## src/rtl/core/assert_macros.svh

```systemverilog
// Assertion macros shared by the kerning lookup RTL.
`ifndef ASSERT_MACROS_SVH
`define ASSERT_MACROS_SVH

`ifndef ASSERT_OFF

// Property must hold at every clock edge out of reset.
`define ASSERT_ALWAYS(lbl, clk, rstn, prop) \
    lbl: assert property (@(posedge clk) disable iff (!rstn) (prop)) \
        else $error("%m: assertion failed");

// Condition must never be true at a clock edge out of reset.
`define ASSERT_NEVER(lbl, clk, rstn, cond) \
    lbl: assert property (@(posedge clk) disable iff (!rstn) !(cond)) \
        else $error("%m: forbidden condition seen");

`else

`define ASSERT_ALWAYS(lbl, clk, rstn, prop)
`define ASSERT_NEVER(lbl, clk, rstn, cond)

`endif

`endif

```

## src/rtl/core/kph_pkg.sv

```systemverilog
// Shared constants, types and codes for the kerning pair lookup block.
`timescale 1ns / 1ps
`default_nettype none

package kph_pkg;

    // Defaults for the top-level parameters
    localparam int DEF_TABLE_DEPTH = 1024;
    localparam int DEF_GLYPH_BITS  = 16;

    // Hash multipliers
    localparam int HASH_MUL_FIRST  = 367;
    localparam int HASH_MUL_SECOND = 31;

    // Fixed field widths
    localparam int SLOT_W      = 10;
    localparam int AMOUNT_W    = 16;
    localparam int SCALE_W     = 24;
    localparam int SCALED_W    = 40;
    localparam int SIZE_LOG2_W = 4;
    localparam int CFG_DATA_W  = 24;
    localparam int CFG_INDEX_W = 1;

    localparam logic [SIZE_LOG2_W-1:0] SIZE_LOG2_RESET = SIZE_LOG2_W'(10);

    // Configuration register indexes
    typedef enum logic [CFG_INDEX_W-1:0] {
        CFG_TABLE_SIZE_LOG2 = 1'b0,
        CFG_SCALE_FACTOR    = 1'b1
    } cfg_reg_t;

    // Input command codes
    typedef enum logic {
        CMD_WRITE  = 1'b0,
        CMD_LOOKUP = 1'b1
    } cmd_t;

    // Probe sequencer states
    typedef enum logic [2:0] {
        ST_CLEAR,
        ST_IDLE,
        ST_READ,
        ST_CMP,
        ST_DONE
    } probe_state_t;

    // Result handed from the probe unit to the output stage
    typedef struct packed {
        logic                       found;
        logic signed [AMOUNT_W-1:0] raw;
    } kph_result_t;

endpackage

`default_nettype wire

```

## src/rtl/core/kph_out_stage.sv

```systemverilog
// Output stage: scales the amount and holds the result beat for the master side.
`timescale 1ns / 1ps
`default_nettype none

`include "assert_macros.svh"

module kph_out_stage (
    input  wire logic                                clk,
    input  wire logic                                rst_n,
    input  wire logic                                res_valid,
    output      logic                                res_ready,
    input  wire kph_pkg::kph_result_t                res,
    input  wire logic [kph_pkg::SCALE_W-1:0]         scale,
    output      logic                                out_valid,
    input  wire logic                                out_ready,
    output      logic                                pair_found,
    output      logic signed [kph_pkg::AMOUNT_W-1:0] raw_amount,
    output      logic signed [kph_pkg::SCALED_W-1:0] scaled_amount
);

    localparam int PROD_W = kph_pkg::AMOUNT_W + kph_pkg::SCALE_W + 1;

    logic                                valid_reg;
    logic                                found_reg;
    logic signed [kph_pkg::AMOUNT_W-1:0] raw_reg;
    logic signed [kph_pkg::SCALED_W-1:0] scaled_reg;
    logic signed [PROD_W-1:0]            product;
    logic                                load;

    assign res_ready = !valid_reg || out_ready;
    assign load      = res_valid && res_ready;
    assign product   = PROD_W'(res.raw) * $signed({1'b0, scale});

    always_ff @(posedge clk or negedge rst_n)
    begin
        if (!rst_n)
        begin
            valid_reg <= 1'b0;
        end
        else if (res_ready)
        begin
            valid_reg <= res_valid;
        end
    end

    always_ff @(posedge clk)
    begin
        if (load)
        begin
            found_reg  <= res.found;
            raw_reg    <= res.raw;
            scaled_reg <= product[kph_pkg::SCALED_W-1:0];
        end
    end

    assign out_valid     = valid_reg;
    assign pair_found    = found_reg;
    assign raw_amount    = raw_reg;
    assign scaled_amount = scaled_reg;

    `ASSERT_ALWAYS(a_miss_is_zero, clk, rst_n,
        valid_reg && !found_reg |-> raw_reg == '0 && scaled_reg == '0)

endmodule

`default_nettype wire

```

## config.mk

```make
export PLATFORM = sky130hd
export DESIGN_NAME = kph_out_stage
export DESIGN_NICKNAME = d
export VERILOG_FILES = /design/src/rtl/core/kph_pkg.sv /design/src/rtl/core/kph_out_stage.sv
export VERILOG_INCLUDE_DIRS = /design/src /design/src/rtl/core
export SDC_FILE = /design/constraint.sdc
export NUM_CORES = 1
export LEC_CHECK = 0
export ABC_AREA = 0
export BUFFER_PORTS_ARGS = -buffer_cell sky130_fd_sc_hd__clkbuf_2
export CAP_MARGIN = 25
export CORE_MARGIN = 8
export CORE_UTILIZATION = 30
export CTS_CLUSTER_DIAMETER = 100
export DETAILED_ROUTE_END_ITERATION = 16
export SLEW_MARGIN = 20
export SYNTH_ARGS = -nofsm -noshare
export SYNTH_HDL_FRONTEND = slang
export SYNTH_SLANG_ARGS = --single-unit
```

## constraint.sdc

```tcl
create_clock -name clk -period 6.8 [get_ports clk]
set_clock_uncertainty 0.05 [all_clocks]
set_input_delay 2.04 -clock clk [delete_from_list [all_inputs] [get_ports clk]]
set_output_delay 2.04 -clock clk [all_outputs]
set_load 0.02 [all_outputs]
```

* Word-level counts from Yosys, hierarchy flattened *
Cells that the tools add are included.

cells by class
  multiply operators = 1
  reductions and logical operators = 3

operators by type and width
  operator                      count
  multiplier 16 x 25 -> 40 bit  1
  logical AND 1 bit             1
  logical NOT 1 bit             1
  logical OR 1 bit              1

storage, ports and cells
  register bits = 58
  input port bits = 45
  output and inout port bits = 59
  logic and storage cells = 8

* Logic depth before layout (Yosys ltp) *
Gate-level depths: netlist of run 1.

  word-level depth = 3
  mapped depth = 24
  mapped depth without buffers = 22

* Least setup slack after synthesis of run 1 *
No wires, ideal clock.

  kind = input -> register
  start point = in res[1] (netlist name)
  end point = reg scaled_reg (netlist bit scaled_amount[35]) (data pin)
  arrival time = 7371 ps
  data required time = 6485 ps
  path slack = -886 ps
  stages = 22
  cell sequence = clkbuf_1 -> nand2_1 -> fa_1 -> inv_1 -> fa_1 -> inv_1 -> fa_1 -> inv_1 -> fa_1 -> fa_1 -> inv_1 -> fa_1 -> inv_1 -> ha_1 -> clkbuf_1 -> nand3_1 -> or4_1 -> a31oi_2 -> a2111oi_4 -> o31ai_4 -> a31oi_1 -> xnor2_1

on the way
  longest elaborated chain between the ends = 1

ends and longest elaborated chain
  item                          line                 text
  start: declaration            kph_out_stage.sv:12  input wire kph_pkg::kph_result_t res,
  multiplier 16 x 25 -> 40 bit  kph_out_stage.sv:32  assign product = PROD_W'(res.raw) * $signed({1'b0, scale});
  net product[35]               kph_out_stage.sv:27  logic signed [PROD_W-1:0] product;
  end signal: assignment        kph_out_stage.sv:52  scaled_reg <= product[kph_pkg::SCALED_W-1:0];
  end: declaration              kph_out_stage.sv:26  logic signed [kph_pkg::SCALED_W-1:0] scaled_reg;

The timed path passes the listed nets, and every way through them passes these cells.
A chain may end at the register's enable or synchronous reset.

* Worst setup path after layout of run 1 *
  start point = in res[4] (netlist name)
  end point = reg scaled_reg (netlist bit scaled_amount[35]) (data pin)

Same word-level chain as after synthesis.

==> impl_metrics.ini, run 1 <==
[status]
status = complete, but fails checks
violations = setup timing

[worst_setup_path]
cp.arrival_ns = 7.38
cp.required_ns = 6.86
rr_worst_depth = 3
critical_path_class = in2reg
endpoint_kind = flip-flop
crit_fanout = 7
start_kind = input port
ff2ff_setup_slack_ns = 4.85

[die]
io_pins = 104
start_util = 0.304
core-area_um2 = 49000
die_width_um = 239
die_h_um = 239
fp.dieArea_um2 = 57000
fp-row-count = 81

[synthesis]
ys_ff_latch = 58
synthesis.area_um2 = 14900
yosys_warnings = 0
yosys.area.top_type_share = 0.412
seq_area_frac_synth = 0.117
syn_area_per_cell_um2 = 9.27
ys_types = 61
synth_most_common_cell = inv_1
syn_inst = 1605
yosys-top-cells-area = fa_1 41%, edfxtp_1 12%, ha_1 11%
yosys.area.top_type = fa_1
synthTopCellsByCount = 392 x inv_1, 306 x fa_1, 224 x nand2_1
async_reset_ff_frac = 0.0172
synth-edff-count = 57
synth_nets = 2089
synth-main-ff-cell = edfxtp_1

[grt]
grt-ovfl-total = 0
grt_max_degree = 32
grtUsageTotal = 0.143
antenna_found_initial = 0
grt_pass1_vias = 12800
grt_pass1_wl_um = 65500

[finish]
drive_above_1_share = 0.287
area_growth_pct = 31.4
nets = 2361
fill_cells = 4794
num_antenna_cells = 0

[routing]
antenna_left = 0
drt-pass1-iter-count = 5
drt-initial-drc-count = 550
routed_wl_um = 40000
vias = 11600
avgRoutedWirePerCell_um = 15.7
vias_per_cell = 4.55
drc = 0

[cts]
holdBufCountCts = 0
htreeDepth = 3
cts_sinks = 58
cts_tree = built
clk_pin_slew_ns = 0.06
cts_made_buffers = 9
cts_root_buffer = clkbuf_16
clk_latency_ns = 0.35
cts.path.max_buffers = 2

[run]
maxCapViolCount = 0

[timing]
fin_crit_sh = 1.08
hold_violations = 0
fin_ws_ns = -0.520
holdWs_ns = 0.480
max_freq_ghz = 0.137
period_needed_ns = 7.32
maxSlewHeadroom = 0.585
setup_viol = 26
tightest_slew_ns = 0.623
rsz0062_at_grt = yes
slew_violations = 0

[hold_path]
hold_depth = 2
min_path_type = reg2reg

[placement]
routabilityCongestion = 0.865
place_hpwl_um = 33300
io_buffers = 103
-- area by class of cell --
| type | instances | area (um2) | share of cell area |
|---|---|---|---|
| multi-input combinational | 1080 | 12200 | 0.624 |
| timing repair buffer | 336 | 2990 | 0.153 |
| sequential | 58 | 1740 | 0.0889 |
| inverter | 392 | 1480 | 0.0757 |
| tap | 664 | 831 | 0.0425 |
| clock buffer | 10 | 229 | 0.0117 |
| clock inverter | 6 | 81.3 | 0.00416 |
-- metrics by stage --
stage	setup slack (ns)	cell area, um2	util	TNS (ns)	std cells
3_5_place_dp	-1.15	17700	0.362	-25.03	2491
6_report	-0.520	19500	0.399	-8.60	2546
5_1_grt	-0.703	19500	0.399	-12.42	2546
4_1_cts	-0.524	19200	0.392	-8.27	2534
2_1_floorplan	-0.635	15600	-	-7.12	1605
3_3_place_gp	-1.15	17700	0.362	-23.96	2491
-- cell families after synthesis --
group                    Yosys count  synth area share
AO/OA/AOI/OAI                    110            0.0517
XOR/XNOR                          38            0.0224
adder cells (fa/ha/maj)          439             0.524
buffers and inverters            467             0.122
flip-flops                        58             0.117
multiplexers                       1          0.000673
AND/OR/NAND/NOR                  492             0.163
-- path summary, 6_finish.rpt --
check / from / to
max in group asynchronous: rst_n / out_valid
worst min register to register: out_valid / out_valid
min in group asynchronous: rst_n / out_valid
worst min-delay path: out_valid / out_valid
worst max register to register: out_valid / scaled_amount[39]
worst max-delay path: res[4] / scaled_amount[35]
-- registers in the layout (all words and copies together), names as in the netlist --
| name | cells |
|---|---|
| scaled_amount | 40 |
| pair_found | 1 |
| raw_amount | 16 |
| out_valid | 1 |
-- per-layer routing --
metal,share of wire,up-vias,GRT usage
met4,0.018,0,0.0307
met1,0.42,5956,0.179
met2,0.51,258,0.255
met3,0.049,50,0.0255
met5,0,-,0
li1,-,5321,-
-- worst max-delay path: stages --
cell	delay [ns]
clkbuf_16	0.14
buf_12	0.14
and2_4	0.14
fa_1	0.53
inv_1	0.05
fa_1	0.47
fa_1	0.54
inv_2	0.04
fa_1	0.52
fa_1	0.50
inv_1	0.05
fa_1	0.49
inv_2	0.05
ha_4	0.29
nand2_4	0.05
or4_4	0.52
a31oi_4	0.19
a2111oi_4	0.07
o31ai_4	0.28
a31oi_1	0.15
xnor2_1	0.14
-- layout by cell type (no fill, tap or decap), types with 14 or more instances in the layout --
master     count
edfxtp_1      57
nor2_1        28
and2_1       140
nand2_2       14
a21oi_1       17
nand3_1       14
fa_2          25
a21o_1        16
clkbuf_2      71
and2_4        28
clkbuf_16     17
buf_6         33
nand2_1      204
buf_4        182
ha_1         113
inv_1        366
inv_2         25
fa_1         281
xnor2_1       22
ha_4          19
-- what timing repair did --
action	CTS	global route
pin swaps	89	52
resized for setup	183	80
setup endpoints to repair	26	28
gates cloned	5	2
setup buffers	23	16
Power of run 1 is left out: the tool's default activity adds up to more than one toggle a clock period on the data nets, which glitch-free logic cannot reach.
==> run 2, diff against run 1 <==
--- a/config.mk
+++ b/config.mk
@@ -10,7 +10,7 @@
 export BUFFER_PORTS_ARGS = -buffer_cell sky130_fd_sc_hd__clkbuf_2
 export CAP_MARGIN = 25
 export CORE_MARGIN = 8
-export CORE_UTILIZATION = 30
+export CORE_UTILIZATION = 45
 export CTS_CLUSTER_DIAMETER = 100
 export DETAILED_ROUTE_END_ITERATION = 16
 export SLEW_MARGIN = 20
==> run 2 against run 1 <==
The flow still finishes with violations (setup timing). First-iteration DRC count decreased by 5.6%. Wire length rose by 3.0%. Critical path depth decreased by 1. Via count grew 2.6%. Largest cell class unchanged. Sequential cell count unchanged. Count of clock-buffer cells in the layout unchanged. Final area up 1.9%.
==> impl_metrics.ini, run 2 (synthesis results as in run 1) <==
[timing]
period_needed_ns = 7.38
slew_violations = 0
tightest_slew_ns = 0.782
maxSlewHeadroom = 0.479
rsz0062_at_grt = yes
setup_tns_ns = -9.64
setup_viol = 25
max_freq_ghz = 0.136
hold_violations = 0
fin_crit_sh = 1.08
fin_ws_ns = -0.576

[routing]
antenna_left = 0
vias = 11900
drc = 0
wl_met2_um = 22500
vias_per_cell = 5.04
drt-pass1-iter-count = 5
routed_wl_um = 41200
drt-initial-drc-count = 519
dr_wl_met3_um = 1490
avgRoutedWirePerCell_um = 17.5
routed.top_layer = met4
wl_met1_um = 16300

[die]
die_h_um = 198
core-area_um2 = 32500
start_util = 0.457
fp-row-count = 66
fp.dieArea_um2 = 39100
io_pins = 104
die_width_um = 198

[cts]
cts_made_buffers = 9
cts_sinks = 58
cts_root_buffer = clkbuf_16
clk_latency_ns = 0.34
cts_tree = built
clk_pin_slew_ns = 0.06
cts.path.max_buffers = 2
htreeDepth = 3

[worst_setup_path]
start_kind = input port
critical_path_class = in2reg
ff2ff_setup_slack_ns = 5.09
cp.required_ns = 6.81
endpoint_kind = flip-flop
cp.arrival_ns = 7.39
rr_worst_depth = 3
r2r_end = scaled_amount[26]
crit_fanout = 5
r2r_start = out_valid

[grt]
grt-ovfl-total = 0
grt_pass1_vias = 13200
grt_max_degree = 58
grtUsageTotal = 0.215
grt_pass1_wl_um = 66800
antenna_found_initial = 0

[finish]
post-route-util = 0.612
design_area_um2 = 19900
layout_commonest_cell = inv_1
drive_above_1_share = 0.334
largest_reg_flops = 40
fin_cells = 2359
num_antenna_cells = 0
area_growth_pct = 33.8
nets = 2396
fill_cells = 2792
mostFrequentLayoutCells = 344 x inv_1, 271 x fa_1, 204 x buf_4

[placement]
placed_cell_area_um2 = 17500
routabilityCongestion = 0.890
place_hpwl_um = 32900
io_buffers = 103
placed_cells = 2282

[hold_path]
hold_start = out_valid
hold_depth = 2
min_path_type = reg2reg
whs_endpoint = out_valid

[run]
maxCapViolCount = 0

[status]
status = complete, but fails checks
violations = setup timing
==> run 2: cell types whose count changed in the layout (fill, tap and decap cells not counted), moves of 6 or more <==
cell,previous run,this run
buf_4,182,204
fa_2,25,35
buf_6,33,44
fa_1,281,271
nor2_1,28,22
inv_1,366,344
inv_2,25,47
==> run 2: how the worst max path moves through the flow <==
stage	startpoint	end	slack, ns	cells past startpoint
floorplan	res[14]	scaled_amount[35]	-0.63	19
global route	scale[12]	scaled_amount[36]	-0.73	24
detailed placement	scale[14]	scaled_amount[36]	-1.27	20
global placement	res[2]	scaled_amount[36]	-1.25	23
CTS	scale[12]	scaled_amount[36]	-0.60	24
finish	res[4]	scaled_amount[36]	-0.58	20
==> run 2: routing by layer <==
metal,global-route usage,vias to the layer above
li1,-,5385
met1,0.255,6188
met2,0.409,249
met3,0.0256,62
met4,0.0509,0
met5,0,-
==> run 2: area by class of cell <==
class | count | area (um2) | share of cell area
flip-flops and latches | 58 | 1740 | 0.0872
inverters | 392 | 1480 | 0.0741
well taps | 442 | 553 | 0.0278
clock inverters | 6 | 90.1 | 0.00453
clock buffers | 10 | 229 | 0.0115
repair buffers | 371 | 3320 | 0.167
multi-input cells | 1080 | 12500 | 0.628
==> run 2: metrics by stage <==
step,worst slack (ns),hold WS (ns)
floorplan,-0.635,0.733
global placement,-1.25,0.456
detailed placement,-1.27,0.523
CTS,-0.599,0.539
global route,-0.728,0.567
finish,-0.576,0.521
==> run 2: what timing repair did <==
item                                    4_1_cts  5_1_grt
setup buffers                                32       33
endpoints found under the setup margin       28       30
pin swaps                                   133      101
hold buffers                                  0        0
resized for setup                           260       99
cloned                                        4        1
==> run 2: worst max-delay path, cell delays in order <==
cell and delay [ns]:
clkbuf_16 0.15, buf_12 0.14, and2_4 0.14, fa_1 0.52
inv_1 0.05, fa_2 0.52, fa_2 0.45, fa_1 0.51
inv_2 0.05, fa_1 0.54, fa_1 0.47, ha_4 0.33
and4_4 0.23, nand3_2 0.06, o211ai_1 0.30, o211ai_1 0.18
buf_4 0.18, a31oi_4 0.19, mux2i_1 0.20, o211ai_1 0.13
Power of run 2 is left out for the same reason.
