===== src/rtl/core/assert_macros.svh =====
// Assertion macros shared by the kerning lookup RTL.
`ifndef ASSERT_MACROS_SVH
`define ASSERT_MACROS_SVH

`ifndef ASSERT_OFF

// Property must hold at every clock edge out of reset.
`define ASSERT_ALWAYS(lbl, clk, rstn, prop) \
    lbl: assert property (@(posedge clk) disable iff (!rstn) (prop)) \
        else $error("%m: assertion failed");

// Condition must never be true at a clock edge out of reset.
`define ASSERT_NEVER(lbl, clk, rstn, cond) \
    lbl: assert property (@(posedge clk) disable iff (!rstn) !(cond)) \
        else $error("%m: forbidden condition seen");

`else

`define ASSERT_ALWAYS(lbl, clk, rstn, prop)
`define ASSERT_NEVER(lbl, clk, rstn, cond)

`endif

`endif


===== src/rtl/core/kph_pkg.sv =====
// Shared constants, types and codes for the kerning pair lookup block.
`timescale 1ns / 1ps
`default_nettype none

package kph_pkg;

    // Defaults for the top-level parameters
    localparam int DEF_TABLE_DEPTH = 1024;
    localparam int DEF_GLYPH_BITS  = 16;

    // Hash multipliers
    localparam int HASH_MUL_FIRST  = 367;
    localparam int HASH_MUL_SECOND = 31;

    // Fixed field widths
    localparam int SLOT_W      = 10;
    localparam int AMOUNT_W    = 16;
    localparam int SCALE_W     = 24;
    localparam int SCALED_W    = 40;
    localparam int SIZE_LOG2_W = 4;
    localparam int CFG_DATA_W  = 24;
    localparam int CFG_INDEX_W = 1;

    localparam logic [SIZE_LOG2_W-1:0] SIZE_LOG2_RESET = SIZE_LOG2_W'(10);

    // Configuration register indexes
    typedef enum logic [CFG_INDEX_W-1:0] {
        CFG_TABLE_SIZE_LOG2 = 1'b0,
        CFG_SCALE_FACTOR    = 1'b1
    } cfg_reg_t;

    // Input command codes
    typedef enum logic {
        CMD_WRITE  = 1'b0,
        CMD_LOOKUP = 1'b1
    } cmd_t;

    // Probe sequencer states
    typedef enum logic [2:0] {
        ST_CLEAR,
        ST_IDLE,
        ST_READ,
        ST_CMP,
        ST_DONE
    } probe_state_t;

    // Result handed from the probe unit to the output stage
    typedef struct packed {
        logic                       found;
        logic signed [AMOUNT_W-1:0] raw;
    } kph_result_t;

endpackage

`default_nettype wire


===== src/rtl/core/kph_probe.sv =====
// Probe sequencer: clearing pass, slot writes, hashing and linear probing.
`timescale 1ns / 1ps
`default_nettype none

`include "assert_macros.svh"

module kph_probe #(
    parameter int TABLE_DEPTH = kph_pkg::DEF_TABLE_DEPTH,
    parameter int GLYPH_BITS  = kph_pkg::DEF_GLYPH_BITS,
    localparam int AW         = $clog2(TABLE_DEPTH),
    localparam int ENTRY_W    = 1 + 2 * GLYPH_BITS + kph_pkg::AMOUNT_W
) (
    input  wire logic                               clk,
    input  wire logic                               rst_n,
    // item in
    input  wire logic                               in_valid,
    output      logic                               in_ready,
    input  wire logic                               in_command,
    input  wire logic [kph_pkg::SLOT_W-1:0]         in_slot,
    input  wire logic                               in_occupied,
    input  wire logic [GLYPH_BITS-1:0]              in_first,
    input  wire logic [GLYPH_BITS-1:0]              in_second,
    input  wire logic signed [kph_pkg::AMOUNT_W-1:0] in_amount,
    // slot mask of the table size in use
    input  wire logic [AW-1:0]                      mask,
    // table memory
    output      logic                               mem_we,
    output      logic [AW-1:0]                      mem_waddr,
    output      logic [ENTRY_W-1:0]                 mem_wdata,
    output      logic                               mem_re,
    output      logic [AW-1:0]                      mem_raddr,
    input  wire logic [ENTRY_W-1:0]                 mem_rdata,
    // result out
    output      logic                               res_valid,
    input  wire logic                               res_ready,
    output      kph_pkg::kph_result_t               res
);

    localparam int HW = GLYPH_BITS + 10;
    localparam int AMT_LSB = 1 + 2 * GLYPH_BITS;

    kph_pkg::probe_state_t state_reg, state_next;
    logic [AW-1:0]          clr_cnt_reg, clr_cnt_next;
    logic [AW-1:0]          idx_reg, idx_next;
    logic [AW-1:0]          cnt_reg, cnt_next;
    logic [GLYPH_BITS-1:0]  first_reg, first_next;
    logic [GLYPH_BITS-1:0]  second_reg, second_next;
    kph_pkg::kph_result_t   res_reg, res_next;

    logic [HW-1:0]          hash_full;
    logic [31:0]            slot_wide;
    logic                   slot_in_range;
    logic                   ent_valid;
    logic [GLYPH_BITS-1:0]  ent_first;
    logic [GLYPH_BITS-1:0]  ent_second;
    logic signed [kph_pkg::AMOUNT_W-1:0] ent_amount;

    assign hash_full = HW'(in_first) * HW'(kph_pkg::HASH_MUL_FIRST)
                     + HW'(in_second) * HW'(kph_pkg::HASH_MUL_SECOND);
    assign slot_wide     = 32'(in_slot);
    assign slot_in_range = (slot_wide < 32'(TABLE_DEPTH));

    assign ent_valid  = mem_rdata[0];
    assign ent_first  = mem_rdata[GLYPH_BITS:1];
    assign ent_second = mem_rdata[2*GLYPH_BITS:GLYPH_BITS+1];
    assign ent_amount = mem_rdata[AMT_LSB+kph_pkg::AMOUNT_W-1:AMT_LSB];

    always_ff @(posedge clk or negedge rst_n)
    begin
        if (!rst_n)
        begin
            state_reg   <= kph_pkg::ST_CLEAR;
            clr_cnt_reg <= '0;
        end
        else
        begin
            state_reg   <= state_next;
            clr_cnt_reg <= clr_cnt_next;
        end
    end

    always_ff @(posedge clk)
    begin
        idx_reg    <= idx_next;
        cnt_reg    <= cnt_next;
        first_reg  <= first_next;
        second_reg <= second_next;
        res_reg    <= res_next;
    end

    always_comb
    begin
        state_next   = state_reg;
        clr_cnt_next = clr_cnt_reg;
        idx_next     = idx_reg;
        cnt_next     = cnt_reg;
        first_next   = first_reg;
        second_next  = second_reg;
        res_next     = res_reg;
        in_ready     = 1'b0;
        mem_we       = 1'b0;
        mem_waddr    = slot_wide[AW-1:0];
        mem_wdata    = '0;
        mem_re       = 1'b0;
        mem_raddr    = idx_reg;
        res_valid    = 1'b0;

        unique case (state_reg)
            kph_pkg::ST_CLEAR:
            begin
                mem_we       = 1'b1;
                mem_waddr    = clr_cnt_reg;
                clr_cnt_next = clr_cnt_reg + 1'b1;
                if (clr_cnt_reg == AW'(TABLE_DEPTH - 1))
                begin
                    state_next = kph_pkg::ST_IDLE;
                end
            end

            kph_pkg::ST_IDLE:
            begin
                in_ready = 1'b1;
                if (in_valid)
                begin
                    if (in_command == kph_pkg::CMD_WRITE)
                    begin
                        mem_we = slot_in_range;
                        if (in_occupied)
                        begin
                            mem_wdata = {in_amount, in_second, in_first, 1'b1};
                        end
                        res_next   = '0;
                        state_next = kph_pkg::ST_DONE;
                    end
                    else
                    begin
                        idx_next    = hash_full[AW-1:0] & mask;
                        cnt_next    = '0;
                        first_next  = in_first;
                        second_next = in_second;
                        state_next  = kph_pkg::ST_READ;
                    end
                end
            end

            kph_pkg::ST_READ:
            begin
                mem_re     = 1'b1;
                state_next = kph_pkg::ST_CMP;
            end

            kph_pkg::ST_CMP:
            begin
                priority if (!ent_valid)
                begin
                    res_next   = '0;
                    state_next = kph_pkg::ST_DONE;
                end
                else if (ent_first == first_reg && ent_second == second_reg)
                begin
                    res_next.found = 1'b1;
                    res_next.raw   = ent_amount;
                    state_next     = kph_pkg::ST_DONE;
                end
                else if (cnt_reg == mask)
                begin
                    // full pass over the slots in use
                    res_next   = '0;
                    state_next = kph_pkg::ST_DONE;
                end
                else
                begin
                    idx_next   = (idx_reg + 1'b1) & mask;
                    cnt_next   = cnt_reg + 1'b1;
                    state_next = kph_pkg::ST_READ;
                end
            end

            kph_pkg::ST_DONE:
            begin
                res_valid = 1'b1;
                if (res_ready)
                begin
                    state_next = kph_pkg::ST_IDLE;
                end
            end

            default:
            begin
                state_next = kph_pkg::ST_IDLE;
            end
        endcase
    end

    assign res = res_reg;

    `ASSERT_NEVER(a_no_rw_same_cycle, clk, rst_n, mem_we && mem_re)
    `ASSERT_ALWAYS(a_cmp_after_read, clk, rst_n,
        state_reg == kph_pkg::ST_CMP |-> $past(state_reg) == kph_pkg::ST_READ)
    `ASSERT_ALWAYS(a_idx_in_mask, clk, rst_n,
        state_reg == kph_pkg::ST_READ |-> (idx_reg & ~mask) == '0)
    `ASSERT_ALWAYS(a_cnt_bounded, clk, rst_n,
        state_reg == kph_pkg::ST_CMP |-> cnt_reg <= mask)

endmodule

`default_nettype wire


===== config.mk =====
export PLATFORM = sky130hd
export DESIGN_NAME = kph_probe
export DESIGN_NICKNAME = d
export VERILOG_FILES = /design/src/rtl/core/kph_pkg.sv /design/src/rtl/core/kph_probe.sv
export VERILOG_INCLUDE_DIRS = /design/src /design/src/rtl/core
export SDC_FILE = /design/constraint.sdc
export NUM_CORES = 1
export LEC_CHECK = 0
export ABC_AREA = 1
export CAP_MARGIN = 20
export CORE_MARGIN = 2
export CORE_UTILIZATION = 58
export CTS_CLUSTER_SIZE = 14
export DETAILED_ROUTE_END_ITERATION = 6
export DONT_BUFFER_PORTS = 1
export PLACE_DENSITY_LB_ADDON = 0.25
export SLEW_MARGIN = 20
export SYNTH_ARGS = -nofsm -noshare
export SYNTH_HDL_FRONTEND = slang
export SYNTH_SLANG_ARGS = --single-unit

===== constraint.sdc =====
create_clock -name clk -period 10.34 [get_ports clk]
set_input_delay 0.517 -clock clk [delete_from_list [all_inputs] [get_ports clk]]
set_output_delay 0.517 -clock clk [all_outputs]
set_load 0.02 [all_outputs]

# After elaboration in Yosys (flattened, before gate mapping)
# Index checks and enable logic that the tools add are counted.
classes:
  addsub: 4
  n_mul: 2
  order_cmp: 1
  eq_ne: 17
  n_mux: 37
  n_bitwise: 2
  n_reduce_logical: 7
ops:
  columns: ["op", "count"]
  rows:
  - ["49-bit 2-to-1 mux", 4]
  - ["10-bit 2-to-1 mux", 11]
  - ["17-bit 2-to-1 mux", 5]
  - ["10-bit one-hot mux with 2 select lines", 2]
  - ["17-bit one-hot mux with 2 select lines", 1]
  - ["16-bit == test", 2]
  - ["10-bit by 1-bit adder with 10-bit output, second input constant", 3]
  - ["3-bit 2-to-1 mux", 7]
  - ["10-bit AND", 2]
  - ["16-bit by 5-bit multiplier with 10-bit output, second input constant", 1]
  - ["16-bit by 9-bit multiplier with 10-bit output, second input constant", 1]
  - ["2-bit inequality test, second input constant", 8]
  - ["3-bit one-hot mux with 5 select lines", 1]
  - ["10-bit by 11-bit < comparator with 1-bit output, second input constant", 1]
  - ["10-bit adder", 1]
  - ["10-bit == test", 1]
  - ["10-bit == test, second input constant", 1]
  - ["3-bit by 2-bit == test with 1-bit output, second input constant", 2]
  - ["3-bit AND reduction", 2]
  - ["6-bit AND reduction", 1]
  - ["1-bit 2-to-1 mux", 5]
  - ["4-bit inequality test, second input constant", 1]
  - ["4-bit AND reduction", 1]
  - ["3-bit by 1-bit == test with 1-bit output, second input constant", 1]
  - ["other kinds (5)", 5]
totals:
  reg_bits: 82
  out_inout_bits: 90
  word_cells: 78

# Longest topological paths before layout
# Gate-level depths: netlist (run 1).
logic_depth:
  ltp_word: 6
  mapped_depth: 22

# Worst setup path before layout (run 1)
# No wires, ideal clock.
synth_path:
  path_kind: "input -> register"
  startpoint: "input port in_second[4]"
  endpoint: "register idx_reg[8], in the netlist mem_raddr[8], data pin"
  arrival_time_ns: 4.864
  required_ns: 10.085
  path_slack_ns: 5.221
  cell_stages: 16
  n_path_buf: 0
  cell_sequence: "inv_1 > fa_1 > fa_1 > fa_1 > inv_1 > fa_1 > fa_1 > inv_1 > fa_1 > inv_1 > ha_1 > inv_1 > o311ai_0 > xor2_1 > o21ai_0 > inv_1"
synth_via:
  elab_chain_len: 6
synth_lines:
  columns: ["element", "line_no", "source"]
  rows:
  - ["start, declared", "kph_probe.sv:22", "input wire logic [GLYPH_BITS-1:0] in_second,"]
  - ["16-bit by 5-bit multiplier with 10-bit output", "kph_probe.sv:59", "+ HW'(in_second) * HW'(kph_pkg::HASH_MUL_SECOND);"]
  - ["10-bit adder", "kph_probe.sv:59", null]
  - ["10-bit AND", "kph_probe.sv:137", "idx_next = hash_full[AW-1:0] & mask;"]
  - ["10-bit 2-to-1 mux", "kph_probe.sv:125", "if (in_command == kph_pkg::CMD_WRITE)"]
  - ["10-bit 2-to-1 mux", "kph_probe.sv:123", "if (in_valid)"]
  - ["10-bit one-hot mux with 2 select lines", "kph_probe.sv:108", "unique case (state_reg)"]
  - ["named net idx_next[8]", "kph_probe.sv:44", "logic [AW-1:0] idx_reg, idx_next;"]
  - ["end signal, assigned", "kph_probe.sv:84", "idx_reg <= idx_next;"]
  - ["end, declared", "kph_probe.sv:44", null]
# The timed path passes the listed nets, and every way through them passes these cells. The select of a mux whose other input is x is not followed.
# A chain may end at the register's enable or synchronous reset.

# Worst setup path after layout (run 1)
# Same ends and word-level chain as after synthesis.

==> results of run 1 <==
## per-layer routing
layer / vias to the layer above / global-route usage
li1: 2464 / -
met3: 24 / 0.0800
met5: - / 0
met1: 2288 / 0.293
met4: 0 / 0.0749
met2: 179 / 0.411
## worst min-delay path by stage
stage / depth (start not counted) / startpoint / endpoint
2_1_floorplan: 0 / rst_n / clr_cnt_reg[0]
3_3_place_gp: 0 / rst_n / clr_cnt_reg[8]
3_5_place_dp: 0 / rst_n / clr_cnt_reg[6]
4_1_cts: 0 / in_first[0] / first_reg[0]
5_1_grt: 0 / in_first[0] / first_reg[0]
6_report: 0 / in_first[4] / first_reg[4]
## through the flow
| stage | instances | hold WS (ns) |
|---|---|---|
| 4_1_cts | 959 | 0.252 |
| 3_3_place_gp | 942 | 0.222 |
| 2_1_floorplan | 808 | 0.221 |
| 6_report | 960 | 0.267 |
| 3_5_place_dp | 942 | 0.222 |
| 5_1_grt | 960 | 0.253 |
## placed cells by master (no fill, tap or decap), types with 2 or more instances in the layout
master,synthesis,routed
nor4_1,2,2
o21ai_0,25,25
or2_2,5,5
nor3_1,9,9
clkbuf_16,0,11
dfrtp_1,13,13
nand3_1,23,23
nor2_4,4,5
a211oi_1,3,3
fa_1,44,44
inv_2,7,7
nor2_1,107,106
inv_1,211,211
nor2_2,9,9
xnor2_1,22,22
xor2_1,18,18
a31oi_1,3,3
ha_1,42,42
nor3b_1,2,2
a21oi_1,22,22
nand4_1,7,7
nand2_1,132,132
nand3b_1,4,4
nand3_2,2,2
edfxtp_1,69,69
## worst max-delay path, cell delays in order
cell,delay [ns]
inv_1,0.16
fa_1,0.49
fa_1,0.54
fa_1,0.59
inv_1,0.07
fa_1,0.50
fa_1,0.54
inv_1,0.05
fa_1,0.50
inv_1,0.05
ha_1,0.36
inv_1,0.08
o311ai_0,0.42
xor2_1,0.12
o21ai_0,0.16
inv_1,0.05
## power by group through the flow
stage	Sequential (mW)	Clock, mW	Combinational [mW]
5_1_grt	0.594	0.353	1.41
2_1_floorplan	0.577	0	0.984
6_report	0.586	0.333	1.22
3_5_place_dp	0.593	0	1.21
4_1_cts	0.586	0.341	1.22
3_3_place_gp	0.588	0	1.16
## area by class of cell
class	instances	area share
clock buffer	11	0.0381
clock inverter	5	0.00554
inverter	218	0.113
multi-input combinational	498	0.481
sequential	82	0.332
tap	143	0.0248
timing repair buffer	3	0.00520
## logic make-up (layout without fill, tap and decap cells)
logic type,after synthesis,in the layout,share of synthesized area
fa+ha+maj,86,86,0.208
xor+xnor,40,40,0.0519
flops,82,82,0.355
simple gates,311,311,0.203
compound gates,61,61,0.0504
buf+inv,228,237,0.130
==> impl_metrics.csv, run 1 <==
group,metric,value,unit
critical_path,cp_data_required_time,10.44,ns
power_and_ir_drop,p_int,1.13,mW
critical_path,arrival,5.20,ns
yosys,synth.most_common_cell,"inv_1",
finish,syn2layout_area_growth,7.08,%
yosys,synth_common_cells,"inv_1 (211), nand2_1 (132), nor2_1 (107)",
floorplan,fp.dieW,112,um
flow_run,drv_cap,0,
critical_path,reg2reg_slack,7.27,ns
place,io_buffers,0,
sta,max_freq,0.196,GHz
sta,finalMaxSlewViolations,0,
yosys,yosysTopAreaCellShare,0.307,
grt,antenna_found_initial,0,
sta,max_slew_margin,0.364,
power_and_ir_drop,power.switching,1.01,mW
yosys,ys.flop_type,"edfxtp_1",
clocking,hold_buffers,1,
clocking,insertion_delay,0.34,ns
routing,route.vias.total,4955,
sta,clock_skew,0.00863,ns
routing,highest_layer,"met4",
yosys,synth_cell_types,40,
power_and_ir_drop,power_frac_comb,0.570,
critical_path,start_kind,"input pin",
clocking,cts_buffer_depth,2,
grt,grt-ovfl-total,0,
power_and_ir_drop,p_sw_frac,0.472,
sta,worstMarginPinSlew,0.952,ns
clocking,cts_tree,"built",
grt,grt_max_degree,50,
routing,routedWlPerCell,15.3,um
grt,grt_pass1_wl,23900,um
yosys,syn_area_per_cell,8.35,um^2
floorplan,initial_core_util,0.593,
clocking,root_buffer,"clkbuf_16",
yosys,synth_edf_count,69,
finish,multi_input_area,3480,um^2
routing,met2_length,7250,um
sta,final-hold-violation-count,0,
finish,largest_reg_flops,17,
critical_path,cp_max_fo,5,
yosys,syn_area,6750,um^2
sta,setup_tns,0,ns
power_and_ir_drop,p_total,2.14,mW
routing,wl_met1,6060,um
routing,drtAntennaViolNets,0,
finish,drive_gt1_frac,0.0612,
routing,vias_per_cell,5.16,
floorplan,fp.coreArea,11400,um^2
yosys,yosysWarnings,0,
critical_path,regToRegEndpoint,"mem_raddr[0]",
yosys,ys_top_cells_by_area,"edfxtp_1 (31%), fa_1 (13%), inv_1 (12%)",
yosys,synth_nets,1017,
outcome,status,"complete, no violations",
sta,fin_crit_sh,0.493,
place,place_congestion,0.940,
grt,first_global_vias,5008,
routing,first_pass_iters,7,
clocking,cts_resized,0,
finish,nFillCells,945,
floorplan,rows,39,
yosys,async_flop_share,0.159,
place,dp_slack,4.93,ns
sta,layout_setup_ws,5.24,ns
place,placed_area,6880,um^2
routing,first_iter_violations,263,
sta,setup_viol,0,
power_and_ir_drop,peakVddDrop,0.210,mV
critical_path,cp-startpoint,"in_second[4]",
routing,drc,0,
critical_path,end_kind,"flip-flop",
grt,track_usage,0.242,
power_and_ir_drop,cellLeakagePower,3.61,nW
critical_path,reg2reg_depth,6,
worst_hold_path,hp-class,"in -> reg",
sta,period_minus_slack,5.10,ns
clocking,cts-buffers-inserted,9,
power_and_ir_drop,seqPwrFrac,0.274,
place,place_hpwl,12000,um
finish,n_antenna_cell,0,
power_and_ir_drop,powerDensity,296,nW/um^2
clocking,cts_sinks,82,
finish,final_util,0.635,
routing,drt-total-wl,14700,um
yosys,postSynthCellCount,808,
finish,register_area,2400,um^2
yosys,seq_area_frac_synth,0.355,
critical_path,setup.worst_path.class,"in -> reg",
critical_path,timing.rr.start,"state_reg[2]",
finish,nets,1021,
clocking,clk_pin_slew_worst_paths,0.07,ns
routing,dr_wl_met3,1150,um
floorplan,die_height,112,um
sta,rsz0062_at_grt,"no",
clocking,cts.htree.levels,3,
finish,final_cell_area,7220,um^2
yosys,ys_ff_latch,82,
floorplan,fp.dieArea,12500,um^2
critical_path,cp-endpoint,"mem_raddr[8]",
floorplan,ios,213,
power_and_ir_drop,pwr-share-clk,0.156,
clocking,cts_setup_buffers,0,
yosys,yosysTopAreaCell,"edfxtp_1",
No activity file was read; power rests on OpenSTA's default activity.
==> run 2: changes to the inputs <==
Clock period 10.34 ns to 4.8 ns, I/O delays scaled along.
==> run 2 against run 1 <==
Net effect:
- global-route usage grew 1.6 points
- first-iteration DRC count grew 43%
- hold slack lost 0.16 ns
- die area is the same
- clock skew shrank 0.0033 ns
- non-clock buffer count grew 47
==> impl_metrics.csv, run 2 (same netlist as run 1, synthesis figures left out) <==
group,metric,value,unit
floorplan,ios,213,
floorplan,initial_core_util,0.593,
power_and_ir_drop,seqPwrFrac,0.252,
place,dp_slack,-0.295,ns
finish,final_cell_mix,"inv_1 (210), nand2_1 (132), nor2_1 (105)",
routing,drc,0,
place,place_hpwl,12100,um
sta,finalMaxSlewViolations,0,
grt,grt_pass1_wl,25700,um
power_and_ir_drop,power_frac_comb,0.617,
critical_path,arrival,4.73,ns
clocking,root_buffer,"clkbuf_16",
outcome,status,"complete, no violations",
power_and_ir_drop,powerDensity,655,nW/um^2
sta,layout_setup_ws,0.181,ns
clocking,insertion_delay,0.35,ns
place,place_congestion,0.897,
sta,period_minus_slack,4.62,ns
sta,clock_skew,0.00533,ns
power_and_ir_drop,power.switching,2.32,mW
power_and_ir_drop,p_sw_frac,0.462,
critical_path,setup.worst_path.class,"in -> reg",
routing,route.vias.total,5232,
grt,grt-ovfl-total,0,
sta,final-hold-violation-count,0,
clocking,cts_tree,"built",
routing,first_iter_violations,376,
power_and_ir_drop,cellLeakagePower,3.80,nW
power_and_ir_drop,p_total,5.02,mW
critical_path,start_kind,"input pin",
clocking,cts_buffer_depth,2,
clocking,cts.htree.levels,3,
sta,worstMarginPinSlew,0.921,ns
floorplan,fp.dieW,112,um
routing,drt-total-wl,15500,um
clocking,cts_setup_buffers,0,
finish,layout_commonest_cell,"inv_1",
routing,drtAntennaViolNets,0,
floorplan,fp.dieArea,12500,um^2
finish,n_antenna_cell,0,
power_and_ir_drop,p_int,2.70,mW
finish,syn2layout_area_growth,13.6,%
worst_hold_path,hp-class,"in -> reg",
place,placed_cells,957,
grt,grt_max_degree,50,
critical_path,cp_max_fo,6,
clocking,cts-buffers-inserted,9,
power_and_ir_drop,peakVddDrop,0.614,mV
grt,track_usage,0.258,
floorplan,fp.coreArea,11400,um^2
place,io_buffers,0,
routing,vias_per_cell,5.20,
grt,first_global_vias,5410,
grt,antenna_found_initial,0,
sta,setup_viol,0,
flow_run,drv_cap,0,
sta,max_freq,0.217,GHz
finish,final_cell_area,7670,um^2
floorplan,rows,39,
floorplan,die_height,112,um
sta,fin_crit_sh,0.962,
critical_path,cp_data_required_time,4.91,ns
clocking,cts_sinks,82,
place,placed_area,6990,um^2
finish,drive_gt1_frac,0.0822,
finish,nets,1068,
sta,max_slew_margin,0.386,
finish,largest_reg_flops,17,
finish,fin_cells,1007,
critical_path,end_kind,"flip-flop",
clocking,clk_pin_slew_worst_paths,0.07,ns
routing,first_pass_iters,4,
power_and_ir_drop,pwr-share-clk,0.132,
routing,routedWlPerCell,15.4,um
## run 2: cell count changes in the layout (fill, tap and decap cells not counted), sizes merged
cell,change
dlygate4sd3,+32
clkinv,+1
clkbuf,-2
clkinvlp,+2
inv,-1
buf,+15
## run 2: stage by stage
step,hold WS [ns],setup TNS (ns),utilization
floorplan,-0.0556,0,-
global placement,-0.0553,-0.281,0.615
detailed placement,-0.0553,-0.598,0.615
CTS,0.0887,0,0.669
global route,0.0999,-0.0295,0.674
finish,0.108,0,0.674
## run 2: power groups by stage
stage          combinational, mW  sequential, mW  clock (mW)
2_1_floorplan               2.13            1.24           0
3_3_place_gp                2.77            1.27           0
3_5_place_dp                2.88            1.28           0
4_1_cts                     2.93            1.26       0.672
5_1_grt                     3.55            1.28       0.702
6_report                    3.10            1.26       0.661
## run 2: layer usage
layer,part of all wire,GRT usage,up-vias
li1,-,-,2558
met1,0.41,0.318,2452
met2,0.50,0.449,200
met3,0.071,0.0702,22
met4,0.015,0.0691,0
met5,0,0,-
## run 2: final cells by class
type / count / area (um^2)
clock buffer: 9 / 225
clock inverter: 7 / 52.6
fill: 893 / 3700
inverter: 218 / 822
multi-input combinational: 498 / 3510
sequential: 82 / 2400
tap: 143 / 179
timing repair buffer: 50 / 478
## run 2: timing repair
item,CTS,global route
endpoints found under the hold margin,45,0
hold buffers,33,0
endpoints found under the setup margin,0,2
gates resized for setup,0,6
## run 2: path summary, 6_finish.rpt
| path | startpoint | to | slack (ns) | cells past startpoint |
|---|---|---|---|---|
| worst min-delay path | in_valid | state_reg[0] | 0.11 | 3 |
| worst max-delay path | in_first[0] | mem_raddr[9] | 0.18 | 19 |
| min in group asynchronous | rst_n | clr_cnt_reg[9] | 0.35 | 1 |
| worst min register to register | clr_cnt_reg[6] | clr_cnt_reg[6] | 0.48 | 1 |
| max in group asynchronous | rst_n | state_reg[1] | 4.05 | 1 |
| worst max register to register | cnt_reg[0] | res[12] | 2.24 | 7 |
## run 2: worst max-delay path, cell delays in order
cell     delay [ns]
inv_1          0.05
fa_1           0.52
fa_1           0.54
fa_1           0.56
inv_1          0.06
fa_1           0.54
inv_1          0.06
fa_1           0.52
inv_1          0.05
fa_1           0.46
ha_1           0.34
a21oi_1        0.17
o21ai_0        0.10
a31oi_1        0.20
inv_1          0.06
nand3_1        0.08
nand3_1        0.07
nand2_1        0.07
inv_1          0.03
==> run 3: changes to the inputs <==
--- a/config.mk
+++ b/config.mk
@@ -15,4 +15,5 @@
 export DONT_BUFFER_PORTS = 1
 export PLACE_DENSITY_LB_ADDON = 0.25
+export RECOVER_POWER = 25
 export SLEW_MARGIN = 20
 export SYNTH_ARGS = -nofsm -noshare
==> constraint.sdc (replaced) <==
create_clock -name clk -period 4.86 [get_ports clk]
set_input_delay 1.215 -clock clk [delete_from_list [all_inputs] [get_ports clk]]
set_output_delay 1.215 -clock clk [all_outputs]
set_load 0.02 [all_outputs]
==> run 3 against run 2 <==
Net effect:
- the flow now finishes with violations (setup timing)
- core utilization decreased by 0.77 points
- first-iteration DRC count decreased by 31%
- design area decreased by 1.1%
- wire length about the same
- clock power increased by 3.3%
- power increased by 9.0%
- critical path depth decreased by 1
- hold slack improved by 0.39 ns
- cell count decreased by 1.1%
- sequential cell count unchanged
- die area unchanged
==> impl_metrics.csv, run 3 (same netlist as run 1, synthesis figures left out) <==
group,metric,value,unit
outcome,status,"finished with violations",
outcome,violations,"setup timing",
place,dp_slack,-0.810,ns
routing,drc,0,
finish,drive_gt1_frac,0.128,
grt,antenna_found_initial,0,
finish,final_cell_mix,"inv_1 (201), nand2_1 (131), nor2_1 (110)",
sta,worstMarginPinSlew,0.887,ns
floorplan,rows,39,
critical_path,end_kind,"flip-flop",
routing,first_iter_violations,260,
clocking,cts_sinks,82,
finish,layout_commonest_cell,"inv_1",
clocking,hold_buffers,0,
critical_path,reg2reg_depth,7,
power_and_ir_drop,powerDensity,722,nW/um^2
sta,period_minus_slack,5.31,ns
sta,setup_viol,6,
power_and_ir_drop,cellLeakagePower,3.75,nW
floorplan,die_height,112,um
routing,drt-total-wl,15500,um
critical_path,setup.worst_path.class,"in -> reg",
clocking,cts.htree.levels,3,
worst_hold_path,holdPathStages,1,
sta,final-hold-violation-count,0,
routing,routedWlPerCell,15.6,um
floorplan,fp.dieW,112,um
routing,vias_per_cell,5.21,
critical_path,cp_data_required_time,4.97,ns
critical_path,reg2reg_slack,2.10,ns
critical_path,regToRegEndpoint,"mem_raddr[6]",
place,io_buffers,0,
routing,first_pass_iters,4,
grt,first_global_vias,5313,
clocking,cts_tree,"built",
critical_path,timing.rr.start,"state_reg[2]",
finish,largest_reg_flops,17,
place,place_hpwl,12700,um
finish,nets,1057,
floorplan,fp.coreArea,11400,um^2
flow_run,drv_cap,0,
critical_path,cp_max_fo,4,
worst_hold_path,min_from,"clr_cnt_reg[6]",
sta,rsz0062_at_grt,"yes",
worst_hold_path,hp-class,"reg -> reg",
critical_path,arrival,5.42,ns
finish,final_util,0.667,
sta,fin_crit_sh,1.09,
clocking,root_buffer,"clkbuf_16",
power_and_ir_drop,peakVddDrop,0.697,mV
grt,grt_pass1_wl,25400,um
grt,grt-ovfl-total,0,
clocking,clk_pin_slew_worst_paths,0.06,ns
routing,route.vias.total,5188,
sta,finalMaxSlewViolations,0,
critical_path,start_kind,"input pin",
finish,syn2layout_area_growth,12.4,%
clocking,insertion_delay,0.35,ns
clocking,cts-buffers-inserted,9,
sta,clock_skew,0.0109,ns
clocking,cts_setup_buffers,0,
worst_hold_path,hold_end,"clr_cnt_reg[6]",
sta,max_slew_margin,0.409,
clocking,cts_buffer_depth,2,
grt,track_usage,0.257,
place,place_congestion,0.869,
floorplan,fp.dieArea,12500,um^2
sta,max_freq,0.188,GHz
sta,layout_setup_ws,-0.449,ns
routing,drtAntennaViolNets,0,
grt,grt_max_degree,50,
floorplan,initial_core_util,0.593,
finish,n_antenna_cell,0,
floorplan,ios,213,
-- run 3: changes by cell type in the layout (fill, tap and decap cells not counted), moves of 4 or more --
cell / change
inv_1: -9
dlygate4sd3_1: -33
a21oi_1: -4
nor2_1: +5
inv_2: +7
buf_4: +21
-- run 3: repair_timing --
| action | CTS | global route |
|---|---|---|
| pin swaps | 5 | 3 |
| gates resized for setup | 7 | 2 |
| endpoints found under the hold margin | 0 | 0 |
| endpoints found under the setup margin | 6 | 6 |
-- run 3: worst max-delay path by stage --
stage,startpoint,endpoint,cells after the start
detailed placement,in_second[4],mem_raddr[8],18
global placement,in_second[4],mem_raddr[9],19
global route,in_second[5],mem_raddr[8],18
floorplan,in_second[4],mem_raddr[8],18
finish,in_second[4],mem_raddr[8],18
CTS,in_second[4],mem_raddr[8],18
-- run 3: final cells by class --
| class | count | area [um^2] |
|---|---|---|
| well taps | 143 | 179 |
| flip-flops and latches | 82 | 2400 |
| multi-input cells | 498 | 3580 |
| inverters | 218 | 825 |
| clock buffers | 10 | 250 |
| clock inverters | 6 | 48.8 |
| fillers | 921 | 3790 |
| repair buffers | 39 | 300 |
-- run 3: stage by stage --
| stage | hold WS, ns | total power, mW | cell area, um^2 | std cells | setup TNS [ns] |
|---|---|---|---|---|---|
| 6_report | 0.494 | 5.47 | 7580 | 996 | -1.66 |
| 5_1_grt | 0.527 | 5.98 | 7580 | 996 | -2.45 |
| 4_1_cts | 0.504 | 5.50 | 7610 | 996 | -1.77 |
| 3_5_place_dp | 0.490 | 4.65 | 7280 | 980 | -3.78 |
| 3_3_place_gp | 0.461 | 4.53 | 7280 | 980 | -3.40 |
| 2_1_floorplan | 0.442 | 3.80 | 6860 | 808 | -2.19 |
-- run 3: report_power, final --
| part | internal (mW) | switching, mW | total (mW) |
|---|---|---|---|
| clock | 0.386 | 0.298 | 0.683 |
| combinational | 1.59 | 1.96 | 3.54 |
| sequential | 1.02 | 0.225 | 1.25 |
-- run 3: critical path, stage by stage --
cell and delay [ns]:
clkinvlp_4 0.10, fa_1 0.54, fa_1 0.45, fa_1 0.49
fa_1 0.50, inv_1 0.05, fa_1 0.50, inv_1 0.05
fa_1 0.49, inv_2 0.05, ha_4 0.28, inv_4 0.04
nor3_2 0.17, nand2_1 0.09, o311ai_2 0.08, xor2_1 0.11
o21ai_1 0.15, inv_1 0.05
-- run 3: per-layer routing --
metal / wire [um] / vias to the layer above / global-route usage / share of wire
met5: 0 / - / 0 / 0
met1: 6330 / 2427 / 0.311 / 0.41
met3: 1110 / 20 / 0.0670 / 0.071
met4: 292 / 0 / 0.0774 / 0.019
li1: - / 2543 / - / -
met2: 7820 / 198 / 0.451 / 0.50
